<file path="config.mk">
export PLATFORM = sky130hd
export DESIGN_NAME = packet_crc_ack_checker_top
export DESIGN_NICKNAME = d
export VERILOG_FILES = /design/src/hdl/pcac_pkg.sv /design/src/hdl/packet_crc_ack_checker_top.sv /design/src/hdl/pcac_crc_unit.sv /design/src/hdl/pcac_reply.sv
export VERILOG_INCLUDE_DIRS = /design/src /design/src/hdl
export SDC_FILE = /design/constraint.sdc
export NUM_CORES = 1
export LEC_CHECK = 0
export BUFFER_PORTS_ARGS = -buffer_cell sky130_fd_sc_hd__buf_2
export CAP_MARGIN = 20
export CORE_ASPECT_RATIO = 0.6
export CORE_MARGIN = 2
export CORE_UTILIZATION = 63
export CTS_BUF_LIST = sky130_fd_sc_hd__clkbuf_8
export DETAILED_ROUTE_END_ITERATION = 7
export GPL_TIMING_DRIVEN = 0
export PLACE_DENSITY = 0.89
export SYNTH_ARGS = -nofsm -noshare
export SYNTH_HDL_FRONTEND = slang
export SYNTH_HIERARCHICAL = 1
export SYNTH_SLANG_ARGS = --single-unit
</file>
<file path="constraint.sdc">
create_clock -name clk -period 7.3 [get_ports clk]
set_clock_uncertainty 0.15 [all_clocks]
set_input_delay 1.46 -clock clk [delete_from_list [all_inputs] [get_ports clk]]
set_output_delay 1.46 -clock clk [all_outputs]
set_load 0.01 [all_outputs]
</file>
<file path="src/hdl/packet_crc_ack_checker_top_defines.svh">
// Assertion macros used by the checker's top-level RTL file.
// Each macro expects clk and rst_n to be visible where it is used.
`ifndef PACKET_CRC_ACK_CHECKER_TOP_DEFINES_SVH
`define PACKET_CRC_ACK_CHECKER_TOP_DEFINES_SVH

// Same-cycle implication, checked outside reset.
`define PCAC_ASSERT_NOW(lbl, ante, cons, msg) \
  lbl: assert property (@(posedge clk) disable iff (!rst_n) (ante) |-> (cons)) \
    else $error(msg);

// Next-cycle implication, checked outside reset.
`define PCAC_ASSERT_NEXT(lbl, ante, cons, msg) \
  lbl: assert property (@(posedge clk) disable iff (!rst_n) (ante) |=> (cons)) \
    else $error(msg);

`endif

</file>
<file path="src/hdl/pcac_pkg.sv">
package pcac_pkg;

  // Width of the payload byte counter; it covers the largest payload limit.
  localparam int CNT_W = 11;

  // CRC-32, reflected form.
  localparam logic [31:0] CRC_POLY = 32'hEDB8_8320;
  localparam logic [31:0] CRC_INIT = 32'hFFFF_FFFF;

  // Header type codes.
  localparam logic [7:0] TYPE_INIT = 8'd4;
  localparam logic [7:0] TYPE_MSG  = 8'd10;
  localparam logic [7:0] TYPE_END  = 8'd16;

  // Reply codes.
  localparam logic REPLY_ACK    = 1'b0;
  localparam logic REPLY_RESEND = 1'b1;

  // One input beat.
  typedef struct packed {
    logic signed [15:0] pkt_number;
    logic [7:0]         pkt_type;
    logic [31:0]        crc_field;
    logic [7:0]         data_byte;
    logic               has_byte;
    logic               last_item;
  } in_item_t;

  // One result beat.
  typedef struct packed {
    logic        reply_code;
    logic [31:0] computed_crc;
  } out_item_t;

  // Control handed from the top level to the stage modules.
  typedef struct packed {
    logic advance;
    logic last_item;
  } step_ctl_t;

  // Folds one byte into the reflected CRC register, one bit per step.
  function automatic logic [31:0] crc_byte(input logic [31:0] crc, input logic [7:0] b);
    logic [31:0] c;
    c = crc ^ {24'd0, b};
    for (int k = 0; k < 8; k++) begin
      c = c[0] ? ((c >> 1) ^ CRC_POLY) : (c >> 1);
    end
    return c;
  endfunction

endpackage

</file>
<file path="src/hdl/packet_crc_ack_checker_top.sv">
// Packet CRC-32 checker with ACK / resend replies.
// Input channel (in_valid, in_stall, in_data): one beat per packet item, carrying
// the header, an optional payload byte and a last-item mark. Result channel
// (out_valid, out_stall, out_data): at most one reply per packet, issued for the
// last beat of a packet with a positive number and type 4, 10 or 16.
// A beat is held in the input register, then the CRC update and reply decision
// run in one byte-wide pass into the result register.
// Throughput: one beat per cycle while the result register can take a reply;
// the input register takes a new beat while the result register still holds one.
// When the receiver stalls with a reply pending, the input register stops
// advancing and in_stall rises once it is occupied; beats that give no reply
// are also held, so ordering stays intact.
// Reset (rst_n low, synchronous) empties both registers and restarts the CRC.
`include "packet_crc_ack_checker_top_defines.svh"
module packet_crc_ack_checker_top
  import pcac_pkg::*;
#(
  parameter int PAYLOAD_BYTES = 1451
) (
  input  logic      clk,
  input  logic      rst_n,
  input  logic      in_valid,
  output logic      in_stall,
  input  in_item_t  in_data,
  output logic      out_valid,
  input  logic      out_stall,
  output out_item_t out_data
);

  logic        in_valid_r;
  in_item_t    in_r;
  logic        out_free;
  logic        advance;
  logic        last_adv;
  logic [31:0] final_crc;
  step_ctl_t   ctl;

  // The held beat moves on whenever the result register can take a reply.
  assign advance  = in_valid_r && out_free;
  assign in_stall = in_valid_r && !out_free;

  // A last beat moves on this cycle.
  assign last_adv = advance && in_r.last_item;

  assign ctl.advance   = advance;
  assign ctl.last_item = in_r.last_item;

  // Input register.
  always_ff @(posedge clk) begin
    if (!rst_n) begin
      in_valid_r <= 1'b0;
    end else if (!in_stall) begin
      in_valid_r <= in_valid;
    end
  end

  always_ff @(posedge clk) begin
    if (in_valid && !in_stall) begin
      in_r <= in_data;
    end
  end

  // Running CRC over the packet's payload.
  pcac_crc_unit #(
    .PAYLOAD_BYTES(PAYLOAD_BYTES)
  ) u_crc (
    .clk       (clk),
    .rst_n     (rst_n),
    .ctl       (ctl),
    .data_byte (in_r.data_byte),
    .has_byte  (in_r.has_byte),
    .final_crc (final_crc)
  );

  // Reply decision and result register.
  pcac_reply u_reply (
    .clk       (clk),
    .rst_n     (rst_n),
    .ctl       (ctl),
    .item      (in_r),
    .final_crc (final_crc),
    .out_stall (out_stall),
    .out_free  (out_free),
    .out_valid (out_valid),
    .out_data  (out_data)
  );

  // Back-pressure at the input only ever comes from a stalled pending reply.
  `PCAC_ASSERT_NOW(a_stall_from_output, in_stall, out_valid && out_stall, "stray in_stall")

  // A new reply appears only after a last beat has moved through.
  `PCAC_ASSERT_NOW(a_reply_from_last, $rose(out_valid), $past(last_adv), "no last beat")

  // A beat accepted on top of a held one means the held one advanced.
  `PCAC_ASSERT_NOW(a_no_overwrite, in_valid && !in_stall && in_valid_r, advance, "beat lost")

  // A drained result register never shows stale data without a new reply.
  `PCAC_ASSERT_NEXT(a_drain, out_valid && !out_stall && !last_adv, !out_valid, "reply repeated")

endmodule

</file>
<file path="src/hdl/pcac_crc_unit.sv">
module pcac_crc_unit
  import pcac_pkg::*;
#(
  parameter int PAYLOAD_BYTES = 1451
) (
  input  logic        clk,
  input  logic        rst_n,
  input  step_ctl_t   ctl,
  input  logic [7:0]  data_byte,
  input  logic        has_byte,
  output logic [31:0] final_crc
);

  logic [31:0]      crc_r;
  logic [31:0]      crc_nxt;
  logic             zero_r;
  logic             zero_nxt;
  logic [CNT_W-1:0] count_r;
  logic [CNT_W-1:0] count_nxt;
  logic             take;

  // A byte is taken until a zero byte or the payload limit ends the CRC.
  assign take = has_byte && !zero_r && (count_r < CNT_W'(PAYLOAD_BYTES));

  // Fold the current beat's byte into the running CRC.
  always_comb begin
    crc_nxt   = crc_r;
    zero_nxt  = zero_r;
    count_nxt = count_r;
    if (take) begin
      if (data_byte == 8'd0) begin
        zero_nxt = 1'b1;
      end else begin
        crc_nxt   = crc_byte(crc_r, data_byte);
        count_nxt = count_r + 1'b1;
      end
    end
  end

  // The reply sees the CRC including a byte carried on the last beat.
  assign final_crc = ~crc_nxt;

  // Packet state; it returns to its initial values after every last beat.
  always_ff @(posedge clk) begin
    if (!rst_n) begin
      crc_r   <= CRC_INIT;
      zero_r  <= 1'b0;
      count_r <= '0;
    end else if (ctl.advance) begin
      if (ctl.last_item) begin
        crc_r   <= CRC_INIT;
        zero_r  <= 1'b0;
        count_r <= '0;
      end else begin
        crc_r   <= crc_nxt;
        zero_r  <= zero_nxt;
        count_r <= count_nxt;
      end
    end
  end

endmodule

</file>
<file path="src/hdl/pcac_reply.sv">
module pcac_reply
  import pcac_pkg::*;
(
  input  logic        clk,
  input  logic        rst_n,
  input  step_ctl_t   ctl,
  input  in_item_t    item,
  input  logic [31:0] final_crc,
  input  logic        out_stall,
  output logic        out_free,
  output logic        out_valid,
  output out_item_t   out_data
);

  logic      answer;
  logic      positive;
  logic      out_valid_r;
  out_item_t out_data_r;
  out_item_t reply_nxt;

  // Only packets with a strictly positive number are answered.
  assign positive = !item.pkt_number[15] && (item.pkt_number != 16'sd0);

  // Decide on the reply from the last beat's header.
  always_comb begin
    answer                 = 1'b0;
    reply_nxt.reply_code   = REPLY_ACK;
    reply_nxt.computed_crc = final_crc;
    case (item.pkt_type) inside
      TYPE_INIT, TYPE_END: begin
        answer = positive;
      end
      TYPE_MSG: begin
        answer = positive;
        reply_nxt.reply_code = (item.crc_field == final_crc) ? REPLY_ACK : REPLY_RESEND;
      end
      default: begin
        answer = 1'b0;
      end
    endcase
  end

  // The result register is free when empty or being drained this cycle.
  assign out_free = !out_valid_r || !out_stall;

  // Result register.
  always_ff @(posedge clk) begin
    if (!rst_n) begin
      out_valid_r <= 1'b0;
    end else if (ctl.advance && ctl.last_item && answer) begin
      out_valid_r <= 1'b1;
    end else if (!out_stall) begin
      out_valid_r <= 1'b0;
    end
  end

  always_ff @(posedge clk) begin
    if (ctl.advance && ctl.last_item && answer) begin
      out_data_r <= reply_nxt;
    end
  end

  assign out_valid = out_valid_r;
  assign out_data  = out_data_r;

endmodule

</file>
==> impl_summary.txt, run 1 <==
----------------------------------------------------
[Timing]
  Setup-violating endpoint count in the final report ... 0
  Setup repair after global routing missed its margin ... no
  Shortest period the worst path allows ... 4.09 ns
  Max Fclk ... 245 MHz
  Transition time of the tightest slew-check pin ... 0.889 ns
  Worst setup slack after layout ... 3.21 ns
  Fin. Hold Viols ... 0
  Max-slew headroom at the worst pin ... 40.6%
  Final slew viol count ... 0
  Setup Total Neg Slack ... 0 ns
  Fin crit share ... 56.0%

[Clock tree]
  Resized cells post-CTS ... 0
  Clock root buffer ... sky130_fd_sc_hd__clkbuf_8
  Register clock-pin slew on the reported worst setup and hold paths ... 0.08 ns
  Number of clock buffers inserted by TritonCTS ... 17
  Count of clock tree sinks ... 145
  Setup bufs post-CTS ... 0
  Clock insertion delay at the later pin of the skew report ... 0.44 ns
  H-tree depth reported by CTS ... 4
  Total of hold buffers inserted after clock tree synthesis ... 0
  CTS tree ... yes
  Maximum number of buffers from clock root to sink ... 2

[Global routing]
  Global routing met2 resource utilization ... 43.3%
  Total global-route track usage ... 29.9%
  Global-route track usage on met1 ... 45.0%
  Wire length of the first global-routing pass ... 25,000 um
  Busiest layer in global routing ... met1
  Largest net degree at the start of global routing ... 40
  Met3 track utilization from global routing ... 6.23%
  Global route overflow ... 0
  Number of antenna violations at the first check in global routing ... 0
  Number of global-route vias before repair ... 4,646

[Power]
  Static Leak ... 2.81 nW
  PwrDens ... 284 nW/um^2
  Total power ... 2.19 mW
  Maximum vdd ir drop ... 0.000158 V

[Cells and area]
  Relative area change from synthesis to final layout ... 16.2%
  Final-stage net count ... 688
  Antenna diode count ... 0
  Fraction of final layout cells sized beyond drive strength 1 ... 26.0%
  FF/Latch Area ... 3890 um^2
  Finished Layout Cells ... 765
  Most common cell after layout, fill and taps aside ... sky130_fd_sc_hd__buf_2
  Area of the multi-input gates ... 2630 um^2
  Count of filler cells inserted in the layout ... 622
  Commonest cells after routing, fill and taps aside ... 111 x sky130_fd_sc_hd__buf_2, 99 x sky130_fd_sc_hd__edfxtp_1, 73 x sky130_fd_sc_hd__xnor2_1

[Job]
  Reported max-cap violation count ... 0

[Die]
  Horizontal die dimension ... 136 um
  Floorplan die area ... 11,400 um^2
  Number of standard-cell rows in the floorplan ... 28
  Area of the core region ... 10,100 um^2
  Die Y-Extent ... 83.4 um
  Ports ... 105
  Starting density of the core ... 65.9%

[Setup path]
  R2R setup slack ... 3.21 ns
  Critical Path End Type ... flop
  Setup crit start kind ... flop
  Critical path required time ... 7.31 ns
  Setup CP Type ... flop to flop
  Arrival @ worst endpoint ... 4.10 ns
  Critical Path Fanout Max ... 10
  Count of cells along the worst register-to-register path ... 8

[Synthesis]
  Number of synthesized register bits ... 145
  Warnings from Yosys ... 6
  Area share of the leading cell type in the synthesized netlist ... 44.9%
  Netlist area before placement ... 6630 um^2
  Syn_nets ... 563
  Mean cell area of the mapped netlist ... 13.5 um^2
  Count of cell types in the netlist ... 49
  Share of synthesized area occupied by flip-flops and latches ... 58.8%
  Yosys top cell by area ... sky130_fd_sc_hd__edfxtp_1
  Post-synthesis instance total ... 492
  Cells taking the most area after synthesis ... sky130_fd_sc_hd__edfxtp_1 45%, sky130_fd_sc_hd__dfxtp_1 14%, sky130_fd_sc_hd__xnor2_1 9.7%

[Detailed routing]
  Count of routing violations after the opening detailed-route iteration ... 592
  Number of vias per cell ... 6.16
  Total wirelength of the detailed-routed design ... 16,100 um
  Vias ... 4,714
  DRC errors left ... 0
  Average detailed-routed wire length per instance ... 21.1 um
  Number of search-and-repair iterations in the first detailed-routing pass ... 5
  Antenna-violating nets left ... 0

[Place]
  Routability Congestion ... 0.971
  Detailed placement HPWL ... 11,600 um
  Placed cell count ... 733
  Setup WS pre-CTS ... 3.24 ns
  Count of port buffers added during placement ... 104

[Min path]
  Path class of the lowest-slack min-delay path ... flop to flop
  Worst hold stages ... 2

[Outcome]
  Status ... finished, final reports clean

----------------------------------------------------
==> worst max-delay path, cell delays in order (launching register included) <==
cell                       delay (ns)
sky130_fd_sc_hd__edfxtp_1        0.47
sky130_fd_sc_hd__or4_1           0.64
sky130_fd_sc_hd__o21ai_1         0.60
sky130_fd_sc_hd__buf_2           0.46
sky130_fd_sc_hd__mux2i_1         0.44
sky130_fd_sc_hd__xnor2_1         0.19
sky130_fd_sc_hd__nand4_1         0.13
sky130_fd_sc_hd__nor4_1          0.57
sky130_fd_sc_hd__a21oi_1         0.15
==> through the flow <==
stage / hold slack [ns] / util [%] / instance area [um^2]
floorplan: 0.278 / - / 6630
global placement: 0.296 / 72.7 / 7310
detailed placement: 0.299 / 73.3 / 7370
CTS: 0.329 / 76.6 / 7700
global route: 0.364 / 76.6 / 7700
finish: 0.338 / 76.6 / 7700
==> where the power goes <==
part           internal, mW  switching, mW
Sequential            0.956         0.0375
Combinational         0.289          0.374
Clock                 0.230          0.302
Total                  1.48          0.714
==> cells by family (layout without fill, tap and decap cells) <==
logic type | count (synthesis) | count (layout) | share of synthesized area, %
fa+ha+maj | 1 | 1 | 0.189
buf+inv | 24 | 162 | 1.61
compound gates | 70 | 70 | 6.86
simple gates | 113 | 113 | 9.92
flops | 145 | 145 | 58.8
xor+xnor | 102 | 102 | 17.1
mux | 37 | 37 | 5.59
==> per-layer routing <==
metal  vias to the layer above  share of wire [%]  wire length, um
met5                         -                  0                0
met4                         0                2.1              337
met3                        41                 11             1840
met2                       355                 43             6930
met1                      2237                 44             7010
li1                       2081                  -                -
==> final timing paths <==
path / from / end
worst max register to register: in_r[3] / u_reply/out_data[32]
worst min-delay path: u_crc/zero_r / u_crc/zero_r
worst max-delay path: in_r[3] / u_reply/out_data[32]
worst min register to register: u_crc/zero_r / u_crc/zero_r
==> sequential cells by signal, indices dropped and copies added (netlist names) <==
name,cells
in_r,65
u_crc/crc_r,32
u_reply/out_valid,1
u_crc/zero_r,1
ctl,1
in_valid_r,1
u_crc/count_r,11
u_reply/out_data,33
==> area by class of cell <==
cell class,instances,area share [%]
Timing Repair Buffer,106,7.38
Sequential cell,145,50.6
Multi-Input combinational cell,323,34.2
Tap cell,135,2.19
Inverter,3,0.146
Clock inverter,15,1.25
Buffer,21,1.23
Clock buffer,17,3.04
==> synthesized netlist by cell type, drive strengths merged <==
master / count
nor2: 4
o2111a: 1
nand4b: 1
nor2b: 5
inv: 3
nor4: 13
a21oi: 11
nand2: 16
nand3: 38
clkbuf: 13
o22ai: 1
or3: 2
a211o: 10
and3: 1
nor3: 6
and4bb: 1
nor4b: 2
a22o: 1
nand2b: 8
o21a: 3
xnor2: 83
and2: 2
edfxtp: 99
buf: 8
xor3: 1
xnor3: 6
and4: 1
dfxtp: 46
a31oi: 3
o21ai: 27
nand4: 9
mux2i: 37
o31ai: 2
ha: 1
o22a: 1
xor2: 12
a21boi: 10
or4: 4
Power figures use the tool's default switching activity.
==> run 2, diff against run 1 <==
ABC_AREA = 1   (was not set)
CORE_UTILIZATION = 59   (was 63)
PLACE_DENSITY = 0.84   (was 0.89)
clock period = 4.3 ns   (was 7.3 ns; I/O delays follow)
==> run 2 against run 1 <==
Net effect:
- cell area is 7.0% higher
- clock-buffer cell count stayed put
- first-iteration DRC count decreased by 2.2%
- power rose by 52%
- critical path type unchanged
- largest cell class unchanged
==> impl_summary.txt, run 2 <==
----------------------------------------------------
[Setup path]
  CP Cell Sequence ... inv_1 -> nand2_1 -> nand2_1 -> nand2_1 -> nand2_2 -> nand2_1 -> nand2_1 -> xor2_1 -> nand2_1 -> o21ai_1 -> inv_1 -> nand2_1 -> nand2_1 -> nor2_1 -> nand2_1 -> nor2_1 -> nand2_1 -> nor2_1 -> nor2_1
  Worst reg2reg startpoint ... in_r[4]
  Arrival @ worst endpoint ... 3.39 ns
  Most frequent cell on the critical path ... sky130_fd_sc_hd__nand2_1
  Critical Path Fanout Max ... 6
  Critical path required time ... 4.36 ns
  R2R setup slack ... 0.97 ns
  Cell with the biggest individual delay on the critical path ... sky130_fd_sc_hd__edfxtp_1
  Worst R2R End ... u_reply/out_data[32]
  Delay contributed by the slowest stage of the critical path ... 0.41 ns
  Setup crit start kind ... flop
  Setup CP Type ... flop to flop
  Count of cells along the worst register-to-register path ... 19
  Critical Path End Type ... flop

[Place]
  Routability Congestion ... 0.995
  Setup WS pre-CTS ... 1.12 ns
  Placed cell count ... 1,099
  Detailed placement HPWL ... 12,600 um
  Count of port buffers added during placement ... 104

[Power]
  Int Power ... 2.23 mW
  Static Leak ... 3.84 nW
  Seq pwr share ... 49.1%
  Maximum vdd ir drop ... 0.000226 V
  Reported net switching power ... 1.09 mW
  PwrDens ... 403 nW/um^2
  Combinational power share ... 21.1%
  Switching fraction of total power ... 32.8%
  Clock group share of total power ... 29.7%

[Timing]
  Shortest period the worst path allows ... 3.33 ns
  Max-slew headroom at the worst pin ... 56.2%
  Fin Hold WS ... 0.344 ns
  Fin crit share ... 77.4%
  Worst setup slack after layout ... 0.973 ns
  Transition time of the tightest slew-check pin ... 0.650 ns
  Final slew viol count ... 0
  Setup-violating endpoint count in the final report ... 0
  Max Fclk ... 301 MHz
  Setup Total Neg Slack ... 0 ns
  Setup repair after global routing missed its margin ... no
  Fin. Hold Viols ... 0

[Die]
  Horizontal die dimension ... 145 um
  Floorplan die area ... 12,900 um^2
  Die Y-Extent ... 88.9 um
  Ports ... 105
  Number of standard-cell rows in the floorplan ... 30
  Area of the core region ... 11,500 um^2
  Starting density of the core ... 61.7%

[Synthesis]
  Number of synthesized register bits ... 145
  Number of synthesized flops with an enable pin ... 99
  Count of cell types in the netlist ... 33
  Syn_nets ... 903
  Yosys top cell by area ... sky130_fd_sc_hd__edfxtp_1
  Warnings from Yosys ... 6
  Post-synthesis instance total ... 832
  Share of flip-flops with an asynchronous set or reset after synthesis ... 0%
  Netlist area before placement ... 7080 um^2
  Leading post-synthesis cells by instance count ... 263 x sky130_fd_sc_hd__nand2_1, 107 x sky130_fd_sc_hd__inv_1, 99 x sky130_fd_sc_hd__edfxtp_1, 87 x sky130_fd_sc_hd__nor2_1, 51 x sky130_fd_sc_hd__a21oi_1
  Cell with the most instances after synthesis ... sky130_fd_sc_hd__nand2_1
  Share of synthesized area occupied by flip-flops and latches ... 55.0%
  Area share of the leading cell type in the synthesized netlist ... 42.0%
  Cells taking the most area after synthesis ... sky130_fd_sc_hd__edfxtp_1 42%, sky130_fd_sc_hd__nand2_1 14%, sky130_fd_sc_hd__dfxtp_1 13%
  Main synth FF type ... sky130_fd_sc_hd__edfxtp_1
  Mean cell area of the mapped netlist ... 8.51 um^2

[Outcome]
  Status ... finished, final reports clean

[Detailed routing]
  Average detailed-routed wire length per instance ... 15.2 um
  DRC errors left ... 0
  Antenna-violating nets left ... 0
  Number of vias per cell ... 5.26
  Vias ... 5,954
  Count of routing violations after the opening detailed-route iteration ... 579
  Total wirelength of the detailed-routed design ... 17,200 um
  Number of search-and-repair iterations in the first detailed-routing pass ... 5

[Cells and area]
  Most common cell after layout, fill and taps aside ... sky130_fd_sc_hd__nand2_1
  Fraction of final layout cells sized beyond drive strength 1 ... 19.3%
  Flip-flop count of the largest register after layout ... 65
  Top register by number of flip-flops ... in_r
  Commonest cells after routing, fill and taps aside ... 263 x sky130_fd_sc_hd__nand2_1, 107 x sky130_fd_sc_hd__inv_1, 105 x sky130_fd_sc_hd__buf_2
  Relative area change from synthesis to final layout ... 16.3%
  Post-layout utilization of the core ... 71.7%
  Final-stage net count ... 1,029
  Finished Layout Cells ... 1,132

[Min path]
  Worst hold stages ... 2
  Path class of the lowest-slack min-delay path ... flop to flop
  Launch instance of the worst min-delay path ... in_valid_r
  Endpoint with the worst hold slack ... in_valid_r

[Clock tree]
  Maximum number of buffers from clock root to sink ... 2
  CTS tree ... yes
  H-tree depth reported by CTS ... 4
  Number of clock buffers inserted by TritonCTS ... 17
  Setup bufs post-CTS ... 0
  Clock root buffer ... sky130_fd_sc_hd__clkbuf_8
  Count of clock tree sinks ... 145
  Total of hold buffers inserted after clock tree synthesis ... 0
  Clock insertion delay at the later pin of the skew report ... 0.46 ns
  Resized cells post-CTS ... 0
  Register clock-pin slew on the reported worst setup and hold paths ... 0.08 ns

[Job]
  Reported max-cap violation count ... 0

[Global routing]
  Total global-route track usage ... 27.7%
  Wire length of the first global-routing pass ... 27,000 um
  Global route overflow ... 0
  Number of antenna violations at the first check in global routing ... 1
  Largest net degree at the start of global routing ... 34
  Number of global-route vias before repair ... 5,351

----------------------------------------------------
==> run 2: changes by cell type after synthesis, moves of 9 or more <==
cell	before	now
sky130_fd_sc_hd__inv_1	3	107
sky130_fd_sc_hd__a211o_1	10	0
sky130_fd_sc_hd__nor4_1	10	1
sky130_fd_sc_hd__nand2_1	16	263
sky130_fd_sc_hd__nand3_1	38	26
sky130_fd_sc_hd__xnor2_1	73	9
sky130_fd_sc_hd__nor2_1	3	87
sky130_fd_sc_hd__nand2_2	0	14
sky130_fd_sc_hd__mux2i_1	37	0
sky130_fd_sc_hd__a21oi_1	11	51
sky130_fd_sc_hd__o21ai_1	4	18
sky130_fd_sc_hd__xor2_1	11	39
sky130_fd_sc_hd__a21boi_0	10	0
==> run 2: through the flow <==
stage               power (mW)  cell area [um^2]
finish                    3.32              8240
global route              3.49              8240
CTS                       3.32              8240
detailed placement        2.34              7880
global placement          2.31              7800
floorplan                 2.14              7080
==> run 2: cells by family after synthesis <==
kind of cell	after synthesis	synth area share [%]
AOI/OAI and AO/OA	94	7.15
xor gates and xnor gates	48	5.93
adders and majority gates	1	0.177
buffers and inverters	128	7.17
DFF	145	55.0
and+or+nand+nor	416	24.6
==> run 2: worst max-delay path by stage <==
stage                     cells past startpoint  startpoint                   end
after floorplan                               5   out_stall                ctl[0]
after global placement                        6   out_stall              in_r[31]
after detailed placement                     19     in_r[4]  u_reply/out_data[32]
after CTS                                    19     in_r[4]  u_reply/out_data[32]
after global routing                         19     in_r[4]  u_reply/out_data[32]
final                                        19     in_r[4]  u_reply/out_data[32]
==> run 2: cell type report <==
type / count / area, um^2
inverters: 112 / 420
clock buffers: 17 / 234
repair buffers: 107 / 588
diodes: 1 / 2.50
fillers: 863 / 3250
well taps: 160 / 200
plain buffers: 16 / 87.6
flip-flops and latches: 145 / 3890
clock inverters: 15 / 126
multi-input cells: 559 / 2690
==> run 2: metal layers <==
layer | GRT usage (%) | up-vias | wire length (um)
met5 | 0 | - | 0
met4 | 8.29 | 0 | 212
met3 | 9.59 | 27 | 2120
met2 | 39.3 | 328 | 6970
met1 | 40.4 | 2693 | 7860
li1 | - | 2906 | -
==> run 2: critical path, delay by kind of cell, from the launching register on <==
| family | cells | cell delay (ns) |
|---|---|---|
| buffers and inverters | 2 | 0.21 |
| AND/OR/NAND/NOR | 15 | 1.89 |
| AO/OA/AOI/OAI | 1 | 0.27 |
| XOR/XNOR | 1 | 0.16 |
| flip-flops | 1 | 0.41 |
==> run 2: power by group through the flow <==
stage / clock, mW / sequential [mW] / combinational, mW
2_1_floorplan: 0 / 1.65 / 0.491
3_3_place_gp: 0 / 1.66 / 0.653
3_5_place_dp: 0 / 1.66 / 0.680
4_1_cts: 1.00 / 1.63 / 0.685
5_1_grt: 1.07 / 1.64 / 0.787
6_report: 0.988 / 1.63 / 0.702
==> run 3, diff against run 2 <==
CORE_UTILIZATION = 54   (was 59)
PLACE_DENSITY = 0.81   (was 0.84)
clock period = 2.71 ns   (was 4.3 ns; I/O delays follow)
==> run 3 against run 2 <==
Net effect:
- the flow now finishes with violations (setup timing)
- sequential share of layout area fell by 4.3 points
- core utilization down 0.72 points
- cell area is 10% higher
- setup slack got worse by 1.1 ns
- power increased by 75%
- sequential power rose by 60%
- global-route usage fell by 0.79 points
- critical path depth rose by 1
- combinational power increased by 110%
- via count is 3.0% higher
- die area increased by 8.9%
- sequential cell count unchanged
- critical path type unchanged
==> impl_summary.txt, run 3 (same netlist as run 2, synthesis figures left out) <==
----------------------------------------------------
[Outcome]
  Status ... finished, violations left
  Failing checks ... setup timing

[Clock tree]
  Clock root buffer ... sky130_fd_sc_hd__clkbuf_8
  Maximum number of buffers from clock root to sink ... 2
  Total of hold buffers inserted after clock tree synthesis ... 0
  Number of clock buffers inserted by TritonCTS ... 17
  Register clock-pin slew on the reported worst setup and hold paths ... 0.10 ns
  CTS tree ... yes
  H-tree depth reported by CTS ... 4
  Clock insertion delay at the later pin of the skew report ... 0.46 ns
  Count of clock tree sinks ... 145

[Detailed routing]
  DRC errors left ... 0
  Average detailed-routed wire length per instance ... 16.4 um
  Number of vias per cell ... 5.19
  Vias ... 6,132
  Count of routing violations after the opening detailed-route iteration ... 686
  Number of search-and-repair iterations in the first detailed-routing pass ... 5
  Total wirelength of the detailed-routed design ... 19,300 um
  Antenna-violating nets left ... 0

[Cells and area]
  Count of filler cells inserted in the layout ... 957
  Fraction of final layout cells sized beyond drive strength 1 ... 32.7%
  Cell area after layout ... 9100 um^2
  Relative area change from synthesis to final layout ... 28.5%
  Top register by number of flip-flops ... in_r
  Antenna diode count ... 0
  Flip-flop count of the largest register after layout ... 65
  Commonest cells after routing, fill and taps aside ... 207 x sky130_fd_sc_hd__nand2_1, 104 x sky130_fd_sc_hd__buf_2, 99 x sky130_fd_sc_hd__edfxtp_1
  Most common cell after layout, fill and taps aside ... sky130_fd_sc_hd__nand2_1
  Post-layout utilization of the core ... 71.0%
  Final-stage net count ... 1,069

[Place]
  Detailed placement HPWL ... 13,000 um
  Count of port buffers added during placement ... 104
  Area post-placement ... 7870 um^2
  Routability Congestion ... 0.994

[Die]
  Area of the core region ... 12,800 um^2
  Die Y-Extent ... 92.7 um
  Floorplan die area ... 14,100 um^2
  Number of standard-cell rows in the floorplan ... 32
  Starting density of the core ... 55.3%
  Horizontal die dimension ... 152 um
  Ports ... 105

[Global routing]
  Wire length of the first global-routing pass ... 28,700 um
  Number of global-route vias before repair ... 5,492
  Global route overflow ... 0
  Largest net degree at the start of global routing ... 38
  Total global-route track usage ... 26.9%
  Number of antenna violations at the first check in global routing ... 0

[Setup path]
  Critical path startpoint ... in_r[5]
  CP Cell Sequence ... inv_2 -> nand2_1 -> nand2_4 -> nand2_4 -> nand2_4 -> nand2_1 -> nand2_2 -> buf_4 -> xor2_1 -> nand2_1 -> o21ai_4 -> inv_1 -> nand2_1 -> nand2_1 -> nor2_2 -> nand2_2 -> nor2_4 -> nand2_2 -> nor2_4 -> nor2_1
  Most frequent cell on the critical path ... sky130_fd_sc_hd__nand2_1
  Count of cells along the worst register-to-register path ... 20
  Arrival @ worst endpoint ... 2.89 ns
  Setup CP Type ... flop to flop
  Setup crit start kind ... flop
  Delay contributed by the slowest stage of the critical path ... 0.44 ns
  Worst R2R End ... u_reply/out_data[32]
  Critical path required time ... 2.79 ns
  Critical Path End Type ... flop
  R2R setup slack ... -0.1 ns
  Critical Path Fanout Max ... 6
  Endpoint of the most critical setup path ... u_reply/out_data[32]
  Cell with the biggest individual delay on the critical path ... sky130_fd_sc_hd__edfxtp_1
  Worst reg2reg startpoint ... in_r[5]

[Timing]
  Transition time of the tightest slew-check pin ... 0.953 ns
  Shortest period the worst path allows ... 2.81 ns
  Max-slew headroom at the worst pin ... 36.3%
  Setup Total Neg Slack ... -0.0988 ns
  Worst setup slack after layout ... -0.0988 ns
  Setup-violating endpoint count in the final report ... 1
  Fin. Hold Viols ... 0
  Final slew viol count ... 0
  Setup repair after global routing missed its margin ... yes
  Max Fclk ... 356 MHz
  Fin crit share ... 104%

[Power]
  PwrDens ... 641 nW/um^2
  Maximum vdd ir drop ... 0.000405 V
  Total power ... 5.83 mW
  Static Leak ... 4.17 nW

[Min path]
  Path class of the lowest-slack min-delay path ... input pin to flop
  Worst hold stages ... 1

[Job]
  Reported max-cap violation count ... 0

----------------------------------------------------
run 3: worst max-delay path, delay by kind of cell (launching register included):
family | cells | cell delay, ns
and+or+nand+nor | 15 | 1.42
DFF | 1 | 0.44
buffers and inverters | 3 | 0.30
xor gates and xnor gates | 1 | 0.16
AOI/OAI and AO/OA | 1 | 0.11
run 3: timing repair:
| action | 4_1_cts | 5_1_grt |
|---|---|---|
| endpoints found under the setup margin | 1 | 1 |
| buffers inserted | 19 | 22 |
| gates cloned | 0 | 1 |
| pin swaps | 17 | 43 |
| gates resized for setup | 55 | 98 |
run 3: layer usage:
metal | up-vias | track usage, % | share of wire, %
met1 | 2811 | 38.5 | 45
met2 | 318 | 38.3 | 42
met4 | 0 | 7.94 | 1.4
met5 | - | 2.56 | 0
li1 | 2974 | - | -
met3 | 29 | 9.59 | 12
run 3: area by class of cell:
cell class | count | area, um^2 | area share, %
clock inverter | 15 | 170 | 1.87
sequential | 145 | 3910 | 42.9
buffer | 15 | 97.6 | 1.07
clock buffer | 17 | 234 | 2.57
timing repair buffer | 148 | 912 | 10.0
tap | 170 | 213 | 2.34
multi-input combinational | 559 | 3140 | 34.5
inverter | 112 | 428 | 4.70
run 3: where the power goes:
group	leakage [nW]	switching, mW	total [mW]	internal, mW
combinational	2.64	0.932	1.49	0.557
clock	0.198	0.973	1.75	0.773
sequential	1.33	0.0844	2.60	2.51
total	4.17	1.99	5.83	3.84
run 3: worst min-delay path by stage:
stage / to / start
floorplan: u_crc/zero_r / u_crc/zero_r
global route: in_r[13] / in_data[13]
global placement: u_crc/zero_r / u_crc/zero_r
detailed placement: u_crc/zero_r / u_crc/zero_r
finish: in_r[44] / in_data[44]
CTS: in_r[47] / in_data[47]
run 3: stage by stage:
step | setup slack [ns] | cells | hold WS (ns)
after floorplan | 0.364 | 832 | 0.286
after CTS | 0.0000229 | 1159 | 0.0736
after detailed placement | -0.419 | 1108 | 0.304
after global routing | -0.206 | 1181 | 0.0664
final | -0.0988 | 1181 | 0.0972
after global placement | -0.365 | 1106 | 0.298
